==> src/sv/gpr_pkg.sv <==
// Shared types and constants for the gray pyramid reduce block.
package gpr_pkg;

  localparam int MAX_WIDTH_DEF = 4096;
  localparam int RQ_DEPTH      = 4;

  localparam int PIX_W      = 8;
  localparam int COL_W      = 11;
  localparam int ROW_W      = 15;
  localparam int TDATA_W    = 40;
  localparam int PAD_W      = TDATA_W - PIX_W - COL_W - ROW_W;
  localparam int IW_W       = 13;
  localparam int IH_W       = 16;
  localparam int CFG_IDX_W  = 2;
  localparam int CFG_DATA_W = 16;
  localparam int LINE_W     = 24;
  localparam int VSUM_W     = 11;
  localparam int HSUM_W     = 14;

  localparam logic [CFG_IDX_W-1:0] REG_IMAGE_WIDTH  = 2'd0;
  localparam logic [CFG_IDX_W-1:0] REG_IMAGE_HEIGHT = 2'd1;

  localparam logic [IW_W-1:0] IMAGE_WIDTH_RST  = 13'd640;
  localparam logic [IH_W-1:0] IMAGE_HEIGHT_RST = 16'd480;

  localparam logic [1:0] KERNEL_W [4] = '{2'd1, 2'd3, 2'd3, 2'd1};
  localparam logic [HSUM_W-1:0] ROUND_BIAS = 14'd32;

  // tap source: current value, one, two or three steps back, or zero
  typedef enum logic [2:0] {
    TAP_CUR,
    TAP_D1,
    TAP_D2,
    TAP_D3,
    TAP_ZERO
  } tap_sel_e;

  typedef struct packed {
    logic [PIX_W-1:0]    pixel;
    tap_sel_e [1:0][3:0] vsel;
    tap_sel_e [1:0][3:0] hsel;
    logic [1:0]          nx;
    logic [1:0]          ny;
    logic [COL_W-1:0]    xs;
    logic [ROW_W-1:0]    ys;
    logic [1:0]          x_last;
    logic [1:0]          y_last;
  } item_t;

  typedef struct packed {
    logic [2:0]                 count;
    logic [3:0][PIX_W-1:0]      pixel;
    logic [3:0][COL_W-1:0]      col;
    logic [3:0][ROW_W-1:0]      row;
    logic [3:0]                 eof;
  } burst_t;

endpackage

==> src/sv/gpr_out.sv <==
// Result queue of bursts and beat serialiser for the output stream.
module gpr_out #(
  parameter int Depth = gpr_pkg::RQ_DEPTH,
  parameter int CntW  = $clog2(Depth + 1)
) (
  input  logic                        clk_i,
  input  logic                        rst_ni,
  input  logic                        push_i,
  input  gpr_pkg::burst_t             burst_i,
  output logic [CntW-1:0]             count_o,
  output logic                        m_axis_tvalid,
  input  logic                        m_axis_tready,
  output logic [gpr_pkg::TDATA_W-1:0] m_axis_tdata,
  output logic                        m_axis_tlast,
  output logic                        m_axis_tuser
);
  import gpr_pkg::*;

  localparam int PtrW = (Depth > 1) ? $clog2(Depth) : 1;

  burst_t          buf_q [Depth];
  logic [PtrW-1:0] wr_ptr_q, rd_ptr_q;
  logic [CntW-1:0] count_q;
  logic [1:0]      beat_q;
  burst_t          head;
  logic            last_beat, fire, pop;

  assign head          = buf_q[rd_ptr_q];
  assign m_axis_tvalid = count_q != '0;
  assign last_beat     = {1'b0, beat_q} == head.count - 3'd1;
  assign fire          = m_axis_tvalid && m_axis_tready;
  assign pop           = fire && last_beat;
  assign count_o       = count_q;

  // tdata: out_pixel [7:0], out_col [18:8], out_row [33:19], zero above
  assign m_axis_tdata = {PAD_W'(0), head.row[beat_q], head.col[beat_q], head.pixel[beat_q]};
  assign m_axis_tlast = head.eof[beat_q];
  assign m_axis_tuser = last_beat;

  always_ff @(posedge clk_i or negedge rst_ni) begin
    if (!rst_ni) begin
      wr_ptr_q <= '0;
      rd_ptr_q <= '0;
      count_q  <= '0;
      beat_q   <= '0;
    end else begin
      if (push_i) begin
        wr_ptr_q <= (wr_ptr_q == PtrW'(Depth - 1)) ? '0 : wr_ptr_q + PtrW'(1);
      end
      if (pop) begin
        rd_ptr_q <= (rd_ptr_q == PtrW'(Depth - 1)) ? '0 : rd_ptr_q + PtrW'(1);
        beat_q   <= '0;
      end else if (fire) begin
        beat_q <= beat_q + 2'd1;
      end
      count_q <= count_q + CntW'(push_i) - CntW'(pop);
    end
  end

  always_ff @(posedge clk_i) begin
    if (push_i) begin
      buf_q[wr_ptr_q] <= burst_i;
    end
  end

endmodule

==> config.mk <==
export PLATFORM = sky130hd
export DESIGN_NAME = gpr_out
export DESIGN_NICKNAME = d
export VERILOG_FILES = /design/src/sv/gpr_pkg.sv /design/src/sv/gpr_out.sv
export SDC_FILE = /design/constraint.sdc
export NUM_CORES = 1
export LEC_CHECK = 0
export ABC_AREA = 1
export BUFFER_PORTS_ARGS = -buffer_cell sky130_fd_sc_hd__buf_2
export CORE_MARGIN = 2
export CORE_UTILIZATION = 30
export CTS_CLUSTER_SIZE = 30
export DETAILED_ROUTE_END_ITERATION = 8
export GPL_ROUTABILITY_DRIVEN = 1
export PLACE_DENSITY = 0.58
export SLEW_MARGIN = 25
export SYNTH_ARGS = -nofsm -noshare
export SYNTH_HDL_FRONTEND = slang
export SYNTH_SLANG_ARGS = --single-unit
==> constraint.sdc <==
create_clock -name clk_i -period 3.7 [get_ports clk_i]
set_input_delay 0.74 -clock clk_i [delete_from_list [all_inputs] [get_ports clk_i]]
set_output_delay 0.74 -clock clk_i [all_outputs]
set_load 0.05 [all_outputs]
Word level (Yosys, flattened, before mapping)
Memory sizes are Yosys's and may differ from the RTL's.
Index checks and enable logic that the tools add are counted.

storage, ports and cells
  bits in latches = 0
  memories kept = 1
  output and inout bits = 46
  bits of input ports = 147
  ROM bits = 0
  bits in writable memories = 572
  bits in registers = 9
  word-level logic and storage cells = 33

cells by class
  reductions and logical operators = 4
  muxes and demuxes = 14
  magnitude comparators = 1
  equality and inequality tests = 3
  bitwise logic cells = 0
  divide/modulo/power cells = 0
  shift-type cells = 0
  multipliers = 0
  add/subtract/negate cells = 6

memory list
  memory  depth  width  rd ports  clocked after Yosys merged registers in  wr ports  line           RTL
  buf_q   4      143    1         0                                        1         gpr_out.sv:21  burst_t buf_q [Depth];

operators with widths
  cell                   count
  $bmux W15 S2           1
  $bmux W11 S2           1
  $bmux W8 S2            1
  $mux W15               1
  $mux W11               1
  $mux W2                4
  $mux W8                1
  $add A2 B1 Y2 const B  3
  $eq A2 B2 Y1 const B   2
  $add A3 B1 Y3          1
  $eq A2 B3 Y1           1
  $lt A2 B3 Y1 const B   1
  $mux W1                3
  $reduce_bool A3 Y1     1
  $sub A3 B1 Y3          1
  $sub A3 B1 Y3 const B  1
  $bmux W1 S2            1
  $logic_and A1 B1 Y1    2
  $reduce_bool A2 Y1     1

Longest topological paths before layout
An unclocked memory read counts as a cell.

  word-level depth = 5
  gate-level depth with buffers = 18
  gate-level depth less buffers = 15

Worst setup path before layout
No wires, ideal clock.

  path type = in2reg
  start = input port push_i
  end = memory buf_q[3][0] in the netlist's numbering, enable pin
  path slack = -0.345 ns
  stages on the path = 2
  arrival = 3.549 ns
  buffers on the path = 0
  data required time = 3.204 ns
  setup time = 0.496 ns
  cell sequence = nand2_1 > inv_1

between the ends
  longest elaborated chain between the ends = 2

RTL lines
  item                           line           RTL
  from (decl)                    gpr_out.sv:8   input logic push_i,
  $mux W1                        gpr_out.sv:61  if (push_i) begin
  $mux W1 (not written as such)  gpr_out.sv:62  buf_q[wr_ptr_q] <= burst_i;
  to (decl)                      gpr_out.sv:21

No other way between the ends.

Worst setup path after layout
  start = register rd_ptr_q[0]
  end = output port m_axis_tuser

between the ends
  longest elaborated chain between the ends = 3

RTL lines
  item                    line           RTL
  from (decl)             gpr_out.sv:22  logic [PtrW-1:0] wr_ptr_q, rd_ptr_q;
  from (signal assigned)  gpr_out.sv:51  rd_ptr_q <= (rd_ptr_q == PtrW'(Depth - 1)) ? '0 : rd_ptr_q + PtrW'(1);
  $mem_v2 Z4 W143         -
  $sub A3 B1 Y3           gpr_out.sv:30  assign last_beat = {1'b0, beat_q} == head.count - 3'd1;
  $eq A2 B3 Y1            gpr_out.sv:30
  to (decl)               gpr_out.sv:15  output logic m_axis_tuser

No other way between the ends.

==> impl_metrics.yaml <==
worst_setup_path:
  r2r-start: "rd_ptr_q[0]"
  crit_path_max_fanout: 10
  end_kind: "output port"
  critical_path.cell_chain: "inv_8 -> nand2_1 -> a32o_1 -> ha_1 -> xnor2_1 -> inv_1 -> nand3_1 -> nor2_4 -> buf_2"
  path_class: "reg2out"
  max_stage_delay_ns: 0.60
  crit_slowest_cell: "dfrtp_4"
  start_kind: "flop"
  worst_r2r_path_depth: 14
  r2r-end: "count_o[2]"
  r2r_slack_ns: 0.50
  worstPathArrival_ns: 2.81
  required_ns: 2.96
pwr:
  power.leakage_nw: 8.97
  totalPowerFinal_mw: 23.5
  combPwrFrac_pct: 36.5
  power_density_nw_per_um2: 868
  p_int_mw: 14.3
  p_clk_share_pct: 25.8
  sw_frac_of_total_pct: 38.9
  peakVddDrop_v: 0.000612
  switching_power_mw: 9.12
  seqPwrFrac_pct: 37.7
die:
  rows: 100
  initial_utilization_pct: 30.4
  die_area_um2: 77800
  core_area_um2: 74700
  die_h_um: 279
  die_w_um: 279
  pin_count: 193
clocking:
  clock-sinks: 581
  clockBufferDepth: 3
  clock_latency_ns: 0.62
  post-cts-setup-buffer-count: 0
  path_clk_slew_ns: 0.06
  cts_buffers: 61
  tritoncts: "built"
  cts_max_level: 2
  clockRootBuffer: "clkbuf_16"
grt:
  track_usage_pct: 15.4
  grt_pass1_vias: 14100
  grt_pass1_wl_mm: 90.4
  grt_max_degree: 180
  antenna_found_initial: 42
  overflow: 0
routing:
  avgRoutedWirePerCell_um: 22.1
  drtPass1Iterations: 5
  route.detailed.drc: 0
  avgViaCountPerCell: 5.02
  wirelength_mm: 62.6
  first_iter_violations: 1080
  antenna_left: 0
  vias: 14200
final_layout:
  fillCellCount: 7010
  nets: 1958
  drive_above_1_share_pct: 17.3
  design_area_um2: 27000
  syn_to_final_growth_pct: 19.1
  final_common_cell: "edfxtp_1"
  final_core_util_pct: 36.2
  stdcell_count: 2836
  final_cell_mix: "572 x edfxtp_1, 313 x nor2_1, 285 x o21ai_0, 183 x buf_2, 72 x o221ai_1"
sta:
  rsz0062_at_grt: "no"
  hold_viol_final: 0
  period_share_pct: 95.9
  tns_ns: 0
  clock.fmax_mhz: 282
  slew_violations: 0
  setup_viol: 0
  tightest_slew_ns: 0.648
  finalWorstSetupSlack_ns: 0.152
  maxSlewHeadroom_pct: 56.7
  hold_slack_ns: 0.330
  fin_skew_ns: 0.0341
  final.min_clock_period_ns: 3.55
min_path:
  hold_path_end: "buf_q[1][4]"
  hp-class: "in2reg"
  hold_path.startpoint: "burst_i[4]"
  hold_depth: 1
placed_design:
  placed_cells: 2704
  gp_congestion: 0.754
  pre_cts_ws_ns: 0.506
  dp_hpwl_mm: 35.9
  port_buffers: 186
  dpl_cell_area_um2: 24900
run:
  maxCapViolCount: 0
yosys:
  syn_avg_cell_area_um2: 13.9
  ys_warn_count: 0
  yosys_register_bits: 581
  yosysSeqAreaShare_pct: 76.7
  netlist_instances: 1630
  ys_types: 28
  synth_area_um2: 22700
outcome:
  run_status: "finished, final reports clean"
cell families (layout without fill, tap and decap cells):
family / after synthesis / after routing / synth area share [%]
xor gates and xnor gates: 5 / 5 / 0.193
DFF: 581 / 581 / 76.7
and+or+nand+nor: 422 / 422 / 7.28
adders and majority gates: 9 / 9 / 0.530
AOI/OAI and AO/OA: 466 / 466 / 12.4
buffers and inverters: 146 / 363 / 2.82
other: 1 / 21 / 0.0165
what timing repair did:
action,4_1_cts,5_1_grt
setup endpoints to repair,22,26
gates resized for setup,7,5
hold buffers,1,0
cloned,0,3
hold endpoints to repair,9,0
final cells by class:
class / count / area [um^2] / area share, %
antenna: 15 / 37.5 / 0.139
tap: 969 / 1210 / 4.49
multi-input combinational: 908 / 4660 / 17.2
sequential: 581 / 17400 / 64.5
clock inverter: 29 / 317 / 1.17
timing repair buffer: 227 / 1600 / 5.93
clock buffer: 84 / 1660 / 6.13
inverter: 23 / 111 / 0.412
routing by layer:
| metal | wire length, um | vias to the layer above | global-route usage, % |
|---|---|---|---|
| li1 | - | 6518 | - |
| met1 | 25600 | 7173 | 19.2 |
| met2 | 30200 | 379 | 24.9 |
| met3 | 4310 | 145 | 4.74 |
| met4 | 2280 | 34 | 6.81 |
| met5 | 211 | - | 0 |
sequential cells by signal, summed over array words and instances, names as in the netlist:
register / count
count_o: 3
buf_q: 572
rd_ptr_q: 2
wr_ptr_q: 2
beat_q: 2
synthesized netlist by cell type:
cell type  instances  share of area (%)
inv_1             19               0.31
edfxtp_1         572                 76
xor2_1             3               0.12
o22ai_1           29               0.80
buf_4              7               0.23
a21boi_0           1              0.033
o21ai_0          285                6.3
o221ai_1          72                2.8
nand3_1           45               0.99
buf_6              3               0.15
inv_2              3              0.050
nor2_4             1              0.050
nand4_1            1              0.028
xnor2_1            2              0.077
nand2_1           62                1.0
a21oi_1            8               0.18
nor2_1           313                5.2
dfrtp_1            9               0.99
conb_1             1              0.017
clkbuf_1          73                1.2
buf_2             35               0.77
o211ai_1          68                2.3
ha_1               8               0.44
fa_1               1              0.088
clkinv_1           1              0.017
a32o_1             1              0.044
o21ai_1            2              0.044
buf_1              5              0.083
how the worst max path moves through the flow:
stage | end | cells past startpoint | slack [ns] | startpoint
global route | m_axis_tdata[26] | 7 | 0.002 | rd_ptr_q[0]
CTS | m_axis_tdata[22] | 6 | 0.004 | rd_ptr_q[0]
finish | m_axis_tuser | 9 | 0.15 | rd_ptr_q[0]
floorplan | buf_q[3][0] | 2 | 0.36 | push_i
detailed placement | m_axis_tdata[1] | 9 | 0.51 | rd_ptr_q[0]
global placement | m_axis_tdata[1] | 9 | 0.51 | rd_ptr_q[0]
worst max-delay path, delay by kind of cell (launching register included):
kind,cells,cell delay [ns]
compound gates,1,0.25
xor+xnor,1,0.15
fa+ha+maj,1,0.31
flops,1,0.60
simple gates,3,0.30
buf+inv,3,0.57
power by group through the flow:
stage | Sequential [mW] | Clock (mW) | Combinational, mW
floorplan | 9.03 | 0 | 5.47
global placement | 8.93 | 0 | 8.36
detailed placement | 8.97 | 0 | 8.50
CTS | 8.84 | 6.18 | 8.55
global route | 8.93 | 6.45 | 9.33
finish | 8.85 | 6.04 | 8.56
Note: power is estimated with default switching activity, not from simulation.
