**config.mk**
```make
export PLATFORM = sky130hd
export DESIGN_NAME = gpr_filter
export DESIGN_NICKNAME = d
export VERILOG_FILES = /design/src/sv/gpr_pkg.sv /design/src/sv/gpr_filter.sv
export SDC_FILE = /design/constraint.sdc
export NUM_CORES = 1
export LEC_CHECK = 0
export ABC_AREA = 1
export ABC_CLOCK_PERIOD_IN_PS = 10600
export BUFFER_PORTS_ARGS = -buffer_cell sky130_fd_sc_hd__clkbuf_2
export CORE_ASPECT_RATIO = 2
export CORE_MARGIN = 8
export CORE_UTILIZATION = 45
export DETAILED_ROUTE_END_ITERATION = 6
export SLEW_MARGIN = 10
export SYNTH_ARGS = -nofsm -noshare
export SYNTH_HDL_FRONTEND = slang
export SYNTH_SLANG_ARGS = --single-unit
```
**constraint.sdc**
```tcl
create_clock -name clk_i -period 10.6 [get_ports clk_i]
set_input_delay 1.59 -clock clk_i [delete_from_list [all_inputs] [get_ports clk_i]]
set_output_delay 1.59 -clock clk_i [all_outputs]
set_load 0.05 [all_outputs]
```
**src/sv/gpr_pkg.sv**
```systemverilog
// Shared types and constants for the gray pyramid reduce block.
package gpr_pkg;

  localparam int MAX_WIDTH_DEF = 4096;
  localparam int RQ_DEPTH      = 4;

  localparam int PIX_W      = 8;
  localparam int COL_W      = 11;
  localparam int ROW_W      = 15;
  localparam int TDATA_W    = 40;
  localparam int PAD_W      = TDATA_W - PIX_W - COL_W - ROW_W;
  localparam int IW_W       = 13;
  localparam int IH_W       = 16;
  localparam int CFG_IDX_W  = 2;
  localparam int CFG_DATA_W = 16;
  localparam int LINE_W     = 24;
  localparam int VSUM_W     = 11;
  localparam int HSUM_W     = 14;

  localparam logic [CFG_IDX_W-1:0] REG_IMAGE_WIDTH  = 2'd0;
  localparam logic [CFG_IDX_W-1:0] REG_IMAGE_HEIGHT = 2'd1;

  localparam logic [IW_W-1:0] IMAGE_WIDTH_RST  = 13'd640;
  localparam logic [IH_W-1:0] IMAGE_HEIGHT_RST = 16'd480;

  localparam logic [1:0] KERNEL_W [4] = '{2'd1, 2'd3, 2'd3, 2'd1};
  localparam logic [HSUM_W-1:0] ROUND_BIAS = 14'd32;

  // tap source: current value, one, two or three steps back, or zero
  typedef enum logic [2:0] {
    TAP_CUR,
    TAP_D1,
    TAP_D2,
    TAP_D3,
    TAP_ZERO
  } tap_sel_e;

  typedef struct packed {
    logic [PIX_W-1:0]    pixel;
    tap_sel_e [1:0][3:0] vsel;
    tap_sel_e [1:0][3:0] hsel;
    logic [1:0]          nx;
    logic [1:0]          ny;
    logic [COL_W-1:0]    xs;
    logic [ROW_W-1:0]    ys;
    logic [1:0]          x_last;
    logic [1:0]          y_last;
  } item_t;

  typedef struct packed {
    logic [2:0]                 count;
    logic [3:0][PIX_W-1:0]      pixel;
    logic [3:0][COL_W-1:0]      col;
    logic [3:0][ROW_W-1:0]      row;
    logic [3:0]                 eof;
  } burst_t;

endpackage

```
**src/sv/gpr_filter.sv**
```systemverilog
// Vertical and horizontal 1-3-3-1 filter stages with line store update.
module gpr_filter #(
  parameter int AddrW = $clog2(gpr_pkg::MAX_WIDTH_DEF)
) (
  input  logic                      clk_i,
  input  logic                      rst_ni,
  input  logic                      in_valid_i,
  input  gpr_pkg::item_t            in_item_i,
  input  logic [AddrW-1:0]          in_addr_i,
  input  logic [gpr_pkg::LINE_W-1:0] rd_data_i,
  output logic                      wr_en_o,
  output logic [AddrW-1:0]          wr_addr_o,
  output logic [gpr_pkg::LINE_W-1:0] wr_data_o,
  output logic [1:0]                busy_o,
  output logic                      out_valid_o,
  output gpr_pkg::burst_t           out_burst_o
);
  import gpr_pkg::*;

  logic               s1_valid_q;
  item_t              s1_item_q;
  logic [AddrW-1:0]   s1_addr_q;
  logic               fwd_q;
  logic [LINE_W-1:0]  fwd_data_q;

  logic               s2_valid_q;
  item_t              s2_item_q;
  logic [VSUM_W-1:0]  cur_q [2];
  logic [VSUM_W-1:0]  snap_q [2][3];

  logic [VSUM_W-1:0]  cs_q [2][3];

  logic [LINE_W-1:0]  word;
  logic [VSUM_W-1:0]  cur [2];
  logic               fwd_d;

  // stage 1: vertical sums from line store word and new pixel
  always_comb begin
    logic [PIX_W-1:0] v;
    word = fwd_q ? fwd_data_q : rd_data_i;
    for (int s = 0; s < 2; s++) begin
      cur[s] = '0;
      for (int i = 0; i < 4; i++) begin
        case (s1_item_q.vsel[s][i])
          TAP_CUR: v = s1_item_q.pixel;
          TAP_D1:  v = word[7:0];
          TAP_D2:  v = word[15:8];
          TAP_D3:  v = word[23:16];
          default: v = '0;
        endcase
        cur[s] = cur[s] + VSUM_W'(v) * VSUM_W'(KERNEL_W[i]);
      end
    end
  end

  assign wr_en_o   = s1_valid_q;
  assign wr_addr_o = s1_addr_q;
  assign wr_data_o = {word[15:0], s1_item_q.pixel};
  assign fwd_d     = wr_en_o && (wr_addr_o == in_addr_i);
  assign busy_o    = {1'b0, s1_valid_q} + {1'b0, s2_valid_q};

  always_ff @(posedge clk_i or negedge rst_ni) begin
    if (!rst_ni) begin
      s1_valid_q <= 1'b0;
      s2_valid_q <= 1'b0;
      for (int s = 0; s < 2; s++) begin
        for (int k = 0; k < 3; k++) begin
          cs_q[s][k] <= '0;
        end
      end
    end else begin
      s1_valid_q <= in_valid_i;
      s2_valid_q <= s1_valid_q;
      if (s1_valid_q) begin
        for (int s = 0; s < 2; s++) begin
          if (s1_item_q.ny > 2'(s)) begin
            cs_q[s][2] <= cs_q[s][1];
            cs_q[s][1] <= cs_q[s][0];
            cs_q[s][0] <= cur[s];
          end
        end
      end
    end
  end

  always_ff @(posedge clk_i) begin
    if (in_valid_i) begin
      s1_item_q  <= in_item_i;
      s1_addr_q  <= in_addr_i;
      fwd_q      <= fwd_d;
      fwd_data_q <= wr_data_o;
    end
    if (s1_valid_q) begin
      s2_item_q <= s1_item_q;
      cur_q     <= cur;
      snap_q    <= cs_q;
    end
  end

  // stage 2: horizontal sums, rounding and burst assembly
  logic [PIX_W-1:0] hpix [2][2];

  always_comb begin
    logic [VSUM_W-1:0] v;
    logic [HSUM_W-1:0] acc;
    for (int s = 0; s < 2; s++) begin
      for (int t = 0; t < 2; t++) begin
        acc = ROUND_BIAS;
        for (int i = 0; i < 4; i++) begin
          case (s2_item_q.hsel[t][i])
            TAP_CUR: v = cur_q[s];
            TAP_D1:  v = snap_q[s][0];
            TAP_D2:  v = snap_q[s][1];
            TAP_D3:  v = snap_q[s][2];
            default: v = '0;
          endcase
          acc = acc + HSUM_W'(v) * HSUM_W'(KERNEL_W[i]);
        end
        hpix[s][t] = acc[HSUM_W-1:6];
      end
    end
  end

  always_comb begin
    int s;
    int t;
    out_burst_o = '0;
    case ({s2_item_q.ny, s2_item_q.nx})
      4'b0101: out_burst_o.count = 3'd1;
      4'b0110: out_burst_o.count = 3'd2;
      4'b1001: out_burst_o.count = 3'd2;
      4'b1010: out_burst_o.count = 3'd4;
      default: out_burst_o.count = 3'd0;
    endcase
    for (int k = 0; k < 4; k++) begin
      if (s2_item_q.nx == 2'd2) begin
        s = k / 2;
        t = k % 2;
      end else begin
        s = k % 2;
        t = 0;
      end
      out_burst_o.pixel[k] = hpix[s][t];
      out_burst_o.col[k]   = s2_item_q.xs + COL_W'(t);
      out_burst_o.row[k]   = s2_item_q.ys + ROW_W'(s);
      out_burst_o.eof[k]   = s2_item_q.x_last[t] & s2_item_q.y_last[s];
    end
  end

  assign out_valid_o = s2_valid_q && (out_burst_o.count != 3'd0);

endmodule

```
# After elaboration in Yosys (flattened, before gate mapping)
# Cells that the tools add are included.
# word_totals
register_bits	341
input_bits	129
output_inout_bits	183
word_cells	232
# classes
addsub	27
multipliers	12
magnitude_cmp	6
n_eq_ne	54
muxes	49
bitwise_logic	6
n_reduce_logical	22
# ops
op	n
$pmux W11 S4	16
$pmux W8 S4	8
$mul A11 B2 Y13 const B	8
$eq A3 B2 Y1 const B	32
$mux W16	6
$ge A32 B2 Y1 const B	2
$lt A32 B3 Y1 const B	2
$not A32 Y32	2
$add A12 B13 Y14	4
$add A14 B11 Y14	4
$add A14 B13 Y14	4
$add A6 B11 Y12 const A	4
$eq A3 B1 Y1 const B	16
$logic_not A3 Y1	16
$mux W8	6
$mul A8 B2 Y10 const B	4
$add A15 B15 Y15	2
$mux W24	1
$add A11 B10 Y11	2
$add A11 B8 Y11	2
$add A8 B10 Y11	2
$add A15 B1 Y15 const B	1
$eq A12 B12 Y1	1
$add A11 B11 Y11	1
other kinds (12)	30

# Logic depth before layout (Yosys ltp)
# Gate-level depths: netlist of run 1.
# logic_depth
word_depth	12
mapped_depth	24
depth_no_buf	23

# Worst setup path before layout of run 1
# Ideal clock, no wire load.
# synth_path
path_type	register -> output
start	register s2_item_q[40] (netlist bit)
end	output out_burst_o[128] (netlist bit)
arrival_ns	5.279
t_required_ns	9.010
path_slack_ns	3.731
stages_incl_launch_ff	20
path_buffers	1
cell_sequence	edfxtp_1 > nand2_1 > clkbuf_1 > o22ai_1 > a221oi_1 > fa_1 > fa_1 > inv_1 > fa_1 > fa_1 > ha_1 > nand2_1 > nor2_1 > nand2_1 > nand2_1 > nand2_1 > nand2_1 > xor2_1 > nand2_1 > nand2_1
# synth_lines
item	line	rtl
from (decl)	gpr_filter.sv:27	item_t s2_item_q;
from (signal assigned)	gpr_filter.sv:94	s2_item_q <= s1_item_q;
to (decl)	gpr_filter.sv:16	output gpr_pkg::burst_t out_burst_o

==> results of run 1 <==
-- layout by cell type (no fill, tap or decap), types with 3 or more instances in the layout --
cell type / count
sky130_fd_sc_hd__a211oi_1: 3
sky130_fd_sc_hd__a21o_1: 6
sky130_fd_sc_hd__a21oi_1: 38
sky130_fd_sc_hd__a221oi_1: 176
sky130_fd_sc_hd__a221oi_2: 8
sky130_fd_sc_hd__a22oi_1: 53
sky130_fd_sc_hd__a31oi_1: 10
sky130_fd_sc_hd__and2_1: 8
sky130_fd_sc_hd__buf_4: 36
sky130_fd_sc_hd__clkbuf_1: 7
sky130_fd_sc_hd__clkbuf_16: 38
sky130_fd_sc_hd__clkbuf_2: 309
sky130_fd_sc_hd__clkinv_2: 13
sky130_fd_sc_hd__clkinvlp_4: 3
sky130_fd_sc_hd__dfrtp_1: 67
sky130_fd_sc_hd__edfxtp_1: 273
sky130_fd_sc_hd__fa_1: 230
sky130_fd_sc_hd__ha_1: 122
sky130_fd_sc_hd__inv_1: 524
sky130_fd_sc_hd__inv_2: 3
sky130_fd_sc_hd__nand2_1: 434
sky130_fd_sc_hd__nand3_1: 77
sky130_fd_sc_hd__nand3b_1: 3
sky130_fd_sc_hd__nand4_1: 8
sky130_fd_sc_hd__nor2_1: 90
sky130_fd_sc_hd__nor3_1: 19
sky130_fd_sc_hd__nor3_2: 13
sky130_fd_sc_hd__nor3_4: 8
sky130_fd_sc_hd__o21a_1: 7
sky130_fd_sc_hd__o21ai_0: 52
sky130_fd_sc_hd__o21ai_1: 4
sky130_fd_sc_hd__o21ai_2: 10
sky130_fd_sc_hd__o21ai_4: 3
sky130_fd_sc_hd__o21bai_1: 3
sky130_fd_sc_hd__o221ai_1: 53
sky130_fd_sc_hd__o22ai_1: 187
sky130_fd_sc_hd__or2_2: 6
sky130_fd_sc_hd__xnor2_1: 11
sky130_fd_sc_hd__xor2_1: 55
-- stage by stage --
stage / cell area [um2] / worst slack [ps] / utilization [%] / instances
final: 30130 / 2757 / 50.57 / 3771
after global routing: 30130 / 2430 / 50.57 / 3771
after CTS: 30130 / 2811 / 50.57 / 3771
after detailed placement: 28940 / 3422 / 48.56 / 3710
after global placement: 28940 / 3466 / 48.56 / 3710
after floorplan: 26990 / 3731 / - / 2781
-- how the worst min path moves through the flow --
stage	startpoint	end	slack, ps	cells past startpoint
2_1_floorplan	s1_item_q[0]	s2_item_q[0]	400	0
3_3_place_gp	s1_item_q[8]	s2_item_q[8]	400	0
3_5_place_dp	s1_item_q[19]	s2_item_q[19]	400	0
4_1_cts	s1_item_q[46]	s2_item_q[46]	420	0
5_1_grt	s1_item_q[0]	s2_item_q[0]	420	0
6_report	s1_item_q[1]	s2_item_q[1]	420	0
-- routing by layer --
metal	vias to the layer above	GRT usage (%)	wire, um	share of wire (%)
met1	10636	28.81	31440	37
met4	0	15.12	5729	6.7
met2	1175	41.51	40940	48
met3	312	5.248	7124	8.4
met5	-	0	0	0
li1	9958	-	-	-
-- cell families (layout without fill, tap and decap cells) --
group,count (synthesis),count (layout)
and+or+nand+nor,672,672
buffers and inverters,732,948
AOI/OAI and AO/OA,617,617
muxes,1,1
xor gates and xnor gates,66,66
adders and majority gates,352,352
DFF,341,341
-- registers in the layout (all words and copies together), names as in the netlist --
signal      cells
s1_item_q      82
cs_q           66
snap_q         66
s2_item_q      58
fwd_data_q     24
cur_q          22
wr_addr_o      12
wr_data_o       8
fwd_q           1
s2_valid_q      1
wr_en_o         1
-- worst max-delay path, delay by kind of cell (launching register included) --
family | cells | cell delay, ps
adder cells (fa/ha/maj) | 5 | 2110
AND/OR/NAND/NOR | 6 | 1380
AO/OA/AOI/OAI | 5 | 1320
flip-flops | 1 | 460
buffers and inverters | 4 | 440
-- layout make-up --
class                   count  area [um2]  area share, %
multi-input cells        1708       14190          47.09
flip-flops and latches    341        9903          32.86
inverters                 540        2042          6.776
repair buffers            347        1833          6.083
clock buffers              47        1005          3.334
well taps                 774       968.4          3.214
clock inverters            14       191.4         0.6353
==> results, run 1 <==
- The run finished with clean final reports.
- The number of enable flip-flop cells after synthesis is 273.
- The multiplexer area fraction after synthesis is 0.03709%.
- The detailed router finished its first iteration with 2109 violations.
- Setup violations remaining at the end of the flow were counted as 0.
- Timing would allow up to 127.5 MHz.
- TritonCTS built the clock tree.
- For this block, the routed nets add up to 85.23 mm of wire.
- The maximum clock insertion buffer count is 3.
- The number of max-capacitance violations reported is 0.
- Setup repair after global routing left no endpoint under its margin.
- The number of antenna diodes is 0.
- The worst setup path is captured at an output pin.
- The number of buffers added for setup after CTS is 0.
- The total count of max-transition violations in the final report is 0.
- The maximum number of pins on one net before global-route repair is 68.
- The most common cell in the synthesized netlist is sky130_fd_sc_hd__inv_1.
- Clock-pin slew was measured on the worst setup and hold paths at 60 ps.
- The most critical setup path has its startpoint at s2_item_q[45].
- Setup slack on the worst reg-to-reg path comes out at 5340 ps.
- The count of fill cells added during filler insertion is 5630.
- After detailed routing, the number of remaining DRC violations is 0.
- The net count of the mapped netlist is 3262.
- The boundary pin count is 312.
- Global routing finished with a remaining overflow of 0.
- In the synthesized netlist, the number of instances is 2781.
- In the final design database the tool counted 3453 nets.
- In the synthesized netlist the async set-or-reset flop fraction comes to 19.94%.
- Averaged over all synthesized cells, the footprint is 9.704 um2.
- The largest family of logic cells by synthesized area is adder cells.
- The area share of and/or/nand/nor cells after synthesis is 10.36%.
- Global routing used 24.81% of the available tracks across all layers.
- The launch point of the worst reg-to-reg path is fwd_q.
- For this run, the slowest stage of the critical path takes 740 ps.
- The sink count of the clock tree is 341.
- The number of buffers added on ports is 311.
- The die covers 68540 um2.
- The initialized floorplan defines 127 standard-cell rows.
- Of the total synthesized cell area, the portion taken by full adders, half adders and majority gates is 22.72%.
- The y dimension of the die is 362.3 um.
- After routing, the total negative slack on setup checks comes to 0 ps.
- In this design, the critical path's most frequently occurring cell is sky130_fd_sc_hd__nand2_1.
- Dividing the detail-routed wire length by the instance count gives 22.60 um.
- The count of synthesis-stage warnings from yosys is 0.
- On the final layout, the worst clock skew is 17.17 ps.
- The critical path goes through nor2_1 -> nand2_1 -> o22ai_1 -> a221oi_1 -> fa_1 -> inv_1 -> fa_1 -> inv_1 -> fa_1 -> inv_1 -> ha_1 -> ha_1 -> a21oi_1 -> o21ai_0 -> a21oi_1 -> nand2_1 -> nand2_1 -> nand3_1 -> nand2_1 -> clkbuf_2.
- The data required time of the worst path is 9010 ps.
- The overall via count from detail_route is 22081.
- The final number of hold-violating endpoints is 0.
- By count the netlist is led by sky130_fd_sc_hd__inv_1, sky130_fd_sc_hd__nand2_1, sky130_fd_sc_hd__edfxtp_1.
- The share of the synthesized netlist area taken by xor and xnor gates is 2.142%.
- The placeable core region is 59590 um2.
- The tightest hold margin is 419.0 ps.
- The number of synthesized register bits is 341.
- The cell area that synthesis handed to floorplanning was 26990 um2.
- The commonest register cell after synthesis is sky130_fd_sc_hd__edfxtp_1.
- The sum of net half-perimeters after detailed placement is 63.54 mm.
- The worst setup path is launched from a register.
- The largest total area in the synthesized netlist belongs to sky130_fd_sc_hd__edfxtp_1.
- Routability-driven placement finished with a final weighted congestion of 0.9876.
- The final critical path takes up 73.99% of the cycle.
- The normalized max-slew margin is 14.20%.
- The top cell type's share of synthesized area is 30.38%.
- The complex-gate fraction of the synthesized area is 16.83%.
- The signed area change from the synthesized netlist to the final layout is 11.67%.
- The worst endpoint data arrival time is 6250 ps.
- The critical path in this run is classified as register to output pin.
- The worst min-delay path class is register to register.
- For this run, the register share of the synthesized area comes to 36.68%.
- Clock tree synthesis inserted a total of 34 buffers.
- The die outline width is 189.2 um.
- The netlist uses 49 different library cells.
- The initial antenna violation count is 0.
- The number of hold buffers added after CTS was 0.
- In this run the worst path has a maximum fanout of 22.
- Subtracting the final worst setup slack from the clock period gives 7843 ps.
- The buffer cell driving the clock tree root is sky130_fd_sc_hd__clkbuf_16.
- The via count of the first global-routing pass is 22979.
- The global-route wire length before repair is 132.2 mm.
- The most critical setup path has its endpoint at out_burst_o[130].
- The initial utilization of the core area, before any placement, comes to 45.29%.
- In the final layout, the share of cells above drive strength 1 is 15.68%.
- The post-route antenna net violation count is 0.
- The depth of the worst register-to-register path is 19.
- The endpoint of the lowest-slack register-to-register path is cs_q[30].
- Dividing the detail-routed via count by the number of cells gives 5.855.
- The post-cts sizing count is 0.
- For this run, the detailed router's first-pass iteration total came to 6.
- On the critical path, the stage with the largest delay is an instance of sky130_fd_sc_hd__nand2_1.
- The clock latency on the worst-skew pair is 560 ps.
- The measured slew at the worst slew-check pin is 1280 ps.
- Sorting the synthesized cells by area gives the leading types as sky130_fd_sc_hd__edfxtp_1, sky130_fd_sc_hd__fa_1, sky130_fd_sc_hd__inv_1.
- The H-tree depth is 2.
Power of run 1 is not shown: default switching activity piles up to over one toggle a cycle in this logic, so the estimate is an artifact.
==> inputs of run 2 (changes only) <==
--- a/config.mk
+++ b/config.mk
@@ -5,8 +5,8 @@
 export SDC_FILE = /design/constraint.sdc
 export NUM_CORES = 1
 export LEC_CHECK = 0
-export ABC_AREA = 1
-export ABC_CLOCK_PERIOD_IN_PS = 10600
+export ABC_AREA = 0
+export ABC_CLOCK_PERIOD_IN_PS = 8100
 export BUFFER_PORTS_ARGS = -buffer_cell sky130_fd_sc_hd__clkbuf_2
 export CORE_ASPECT_RATIO = 2
 export CORE_MARGIN = 8
==> constraint.sdc (replaced) <==
create_clock -name clk_i -period 8.1 [get_ports clk_i]
set_input_delay 1.215 -clock clk_i [delete_from_list [all_inputs] [get_ports clk_i]]
set_output_delay 1.215 -clock clk_i [all_outputs]
set_load 0.05 [all_outputs]
==> run 2 against run 1 <==
- via count down 17%
- sequential cell count unchanged
- core utilization down 0.33 points
- sequential share of layout area grew 0.57 points
- synthesized cell count decreased by 21%
- non-clock buffer count up 16
- critical path depth decreased by 1
- first-iteration DRC count is 55% lower
- final cell count decreased by 16%
- wire length shrank 13%
- synthesized area fell by 0.87%
- design area down 1.7%
- critical path type unchanged
- critical endpoint is now out_burst_o[138]
==> results, run 2 <==
- The flow ran to the end, and the final reports show no timing, DRC or antenna violations.
- The final number of hold-violating endpoints came to 0 (unchanged).
- The cell area after synthesis is 26750 um2 (-0.87%).
- The remaining routing DRC violations is 0 (unchanged).
- The number of buffers added to fix hold violations after cts is 0 (unchanged).
- The number of CTS-inserted buffers is 29 (-15%).
- The cell family contributing the most delay on the critical path is adder cells.
- The count of synthesis-stage warnings from yosys is 0 (unchanged).
- The combined global-route utilization of all metal layers was 21.52% (-3.3 points).
- The final wirelength is 74.15 mm (-13%).
- The per-cell via count in the routed design is 5.784 (-1.2%).
- The cell row count was 126 (-0.79%).
- The final setup TNS came to 0 ps (unchanged).
- The number of enable flip-flop cells after synthesis is 273 (unchanged).
- The initial cell density of the core is 45.37% (+0.083 points).
- The number of synthesized register bits came to 341 (unchanged).
- The remaining global-route overflow is 0 (unchanged).
- The via count of the first global-routing pass came to 20219 (-12%).
- The net count of the mapped netlist is 2690 (-18%).
- The top cell type's share of synthesized area is 30.65% (+0.27 points).
- The post-placement setup slack is 848.7 ps (-2573 ps).
- The measured slew at the worst slew-check pin came to 1079 ps (-201.3 ps).
- The most used standard cell by instance count after synthesis is sky130_fd_sc_hd__inv_1.
- The post-synthesis area per instance is 12.11 um2 (+25%).
- The post-route antenna net violation count is 0 (unchanged).
- The worst min-delay path class is register to register.
- The total buffers and inverters traversed by the critical path is 5 (+1).
- The clock tree from TritonCTS is done.
- s1_item_q holds more flip-flops than any other register.
- The post-synthesis instance total is 2209 (-21%).
- The clock latency on the worst-skew pair is 600 ps (+40 ps).
- The sequential fraction of the synthesis area came to 37.01% (+0.32 points).
- The data required time of the worst path is 6880 ps (-2130 ps).
- The most common cell after layout, fill and taps aside is sky130_fd_sc_hd__clkbuf_2.
- The die outline width is 188.4 um (-0.40%).
- The number of max-capacitance violations reported is 0 (unchanged).
- The async set-or-reset flop fraction in the synthesized netlist is 19.94% (unchanged).
- The area enclosed by the die boundary is 67980 um2 (-0.82%).
- Setup repair after global routing left no endpoint under its margin.
- The area growth from synthesis to layout is 10.73%.
- The clock input transition at the sequential cells of the worst setup and hold paths came to 90 ps (+30 ps).
- The critical setup path kind is register to output pin.
- The biggest area contributor in the post-synthesis netlist is sky130_fd_sc_hd__edfxtp_1.
- The signal on the critical path passes through and3b_1 -> buf_4 -> a22o_1 -> a221oi_1 -> inv_1 -> fa_1 -> inv_1 -> fa_1 -> inv_1 -> fa_1 -> ha_1 -> ha_1 -> nand3_1 -> a211oi_1 -> or3_4 -> a21oi_2 -> xnor2_1 -> mux2_2 -> clkbuf_2.
- STA classifies the critical path startpoint as a register.
- The slowest stage of the critical path belongs to the cell sky130_fd_sc_hd__a211oi_1.
- The global-route wire length before repair is 115.0 mm (-13%).
- The detailed-route wire length per cell is 23.52 um (+4.0%).
- The sink count of the clock tree is 341 (unchanged).
- The count of unique library cells instantiated by Yosys is 60 (+22%).
- The sum of net half-perimeters after detailed placement came to 61.27 mm (-3.6%).
- The boundary pin count is 312 (unchanged).
- The post-cts sizing count is 0 (unchanged).
- The maximum clock insertion buffer count is 3 (unchanged).
- The fraction of layout instances using a drive strength above 1 is 25.16% (+9.5 points).
- The initial antenna violation count is 6 (+6).
- The minimum clock period is 7780 ps.
- In the post-synthesis netlist, the biggest area contributors are sky130_fd_sc_hd__edfxtp_1, sky130_fd_sc_hd__fa_1, sky130_fd_sc_hd__dfrtp_1.
- Leaving out fill and tap cells, the most frequent cells in the layout are sky130_fd_sc_hd__clkbuf_2, sky130_fd_sc_hd__inv_1, sky130_fd_sc_hd__edfxtp_1.
- The kind of end point of the critical path is an output pin.
- For this run, the top clock speed supported by timing is 128.5 MHz.
- The global placer's final weighted congestion is 0.9143 (-7.4%).
- The count of fill cells added during filler insertion came to 5302 (-5.8%).
- In the finished design, the share of the clock period the worst path needs comes to 96.05%.
- The worst endpoint data arrival time is 6560 ps (+310 ps).
- The tree is rooted in a sky130_fd_sc_hd__clkbuf_16.
- The detailed router's first-iteration violation count is 954 (-55%).
- The number of flip-flops under the largest register name is 82 (unchanged).
- The number of buffers added on ports was 311 (unchanged).
- The worst clock skew is 32.83 ps (+15.67 ps).
- For this run, the leading register cell type out of synthesis is sky130_fd_sc_hd__edfxtp_1.
- The largest fanout on the critical path is 15 (-32%).
- The total count of max-transition violations in the final report was 0 (unchanged).
- The delay of the slowest critical-path stage was 640 ps (-100 ps).
- By count the netlist is led by sky130_fd_sc_hd__inv_1, sky130_fd_sc_hd__edfxtp_1, sky130_fd_sc_hd__fa_1.
- The overall via count from detail_route is 18238 (-17%).
- The least setup slack across all paths after layout came to 320.1 ps (-2437 ps).
- The H-tree depth is 1 (-1).
- The setup-violating endpoint count in the final report is 0 (unchanged).
- The number of buffers added for setup after CTS was 0 (unchanged).
- The normalized max-slew margin is 28.01% (+14 points).
- The number of iterations in the first detailed-routing pass is 5 (-1).
- The maximum number of pins on one net before global-route repair is 74 (+8.8%).
- The number of nets in the layout is 2840 (-18%).
- The placeable core region was 58960 um2 (-1.1%).
- The largest registers in the layout are s1_item_q: 82 flops, cs_q: 66 flops, snap_q: 66 flops.
- The y dimension of the die is 360.8 um (-0.42%).
## run 2: final cells by class
class | count | area [um2] | share of cell area (%)
diodes | 4 | 10.01 | 0.03379
inverters | 277 | 1040 | 3.510
repair buffers | 363 | 1953 | 6.594
flip-flops and latches | 341 | 9903 | 33.43
multi-input cells | 1347 | 14830 | 50.05
clock inverters | 12 | 83.83 | 0.2830
clock buffers | 41 | 843.3 | 2.847
well taps | 768 | 960.9 | 3.244
## run 2: logic make-up after synthesis
kind of cell / synth area share, %
AOI/OAI and AO/OA: 13.38
xor gates and xnor gates: 3.307
adders and majority gates: 22.92
buffers and inverters: 8.153
DFF: 37.01
muxes: 9.415
and+or+nand+nor: 5.819
## run 2: layer usage
metal / vias up / GRT usage [%] / share of wire, %
met3: 177 / 3.603 / 5.7
met1: 9149 / 21.31 / 33
met2: 701 / 41.71 / 56
li1: 8207 / - / -
met5: - / 0 / 0.032
met4: 4 / 11.41 / 5.2
## run 2: final timing paths
check | start | end | slack (ps) | cells after the start
min in group asynchronous | rst_ni | s2_valid_q | 440 | 1
max reg2reg | fwd_q | cs_q[32] | 2330 | 18
min reg2reg | s1_item_q[44] | s2_item_q[44] | 400 | 0
max in group asynchronous | rst_ni | wr_en_o | 6560 | 2
min | s1_item_q[44] | s2_item_q[44] | 400 | 0
max | s2_item_q[52] | out_burst_o[138] | 320 | 19
## run 2: through the flow
step	cell area (um2)	utilization [%]	instances	hold WS (ps)
after floorplan	26750	-	2209	400.3
after global placement	28680	48.65	3096	400.7
after detailed placement	28680	48.65	3096	404.5
after CTS	29610	50.22	3149	396.1
after global routing	29610	50.22	3150	407.4
final	29620	50.24	3153	403.3
## run 2: worst reg2reg max path: stages (launching register included)
cell and delay, ps:
sky130_fd_sc_hd__edfxtp_1 1020, sky130_fd_sc_hd__mux2_2 530, sky130_fd_sc_hd__mux4_2 480, sky130_fd_sc_hd__nor2b_1 190, sky130_fd_sc_hd__fa_1 460, sky130_fd_sc_hd__fa_1 510, sky130_fd_sc_hd__inv_1 50, sky130_fd_sc_hd__fa_1 440
sky130_fd_sc_hd__inv_1 80, sky130_fd_sc_hd__ha_1 150, sky130_fd_sc_hd__inv_1 60, sky130_fd_sc_hd__fa_1 450, sky130_fd_sc_hd__nor2b_1 120, sky130_fd_sc_hd__o21ai_0 120, sky130_fd_sc_hd__a21boi_0 290, sky130_fd_sc_hd__o21ai_0 160
sky130_fd_sc_hd__a21oi_1 170, sky130_fd_sc_hd__xor2_1 120, sky130_fd_sc_hd__mux2_2 270
Power of run 2 is left out for the same reason.
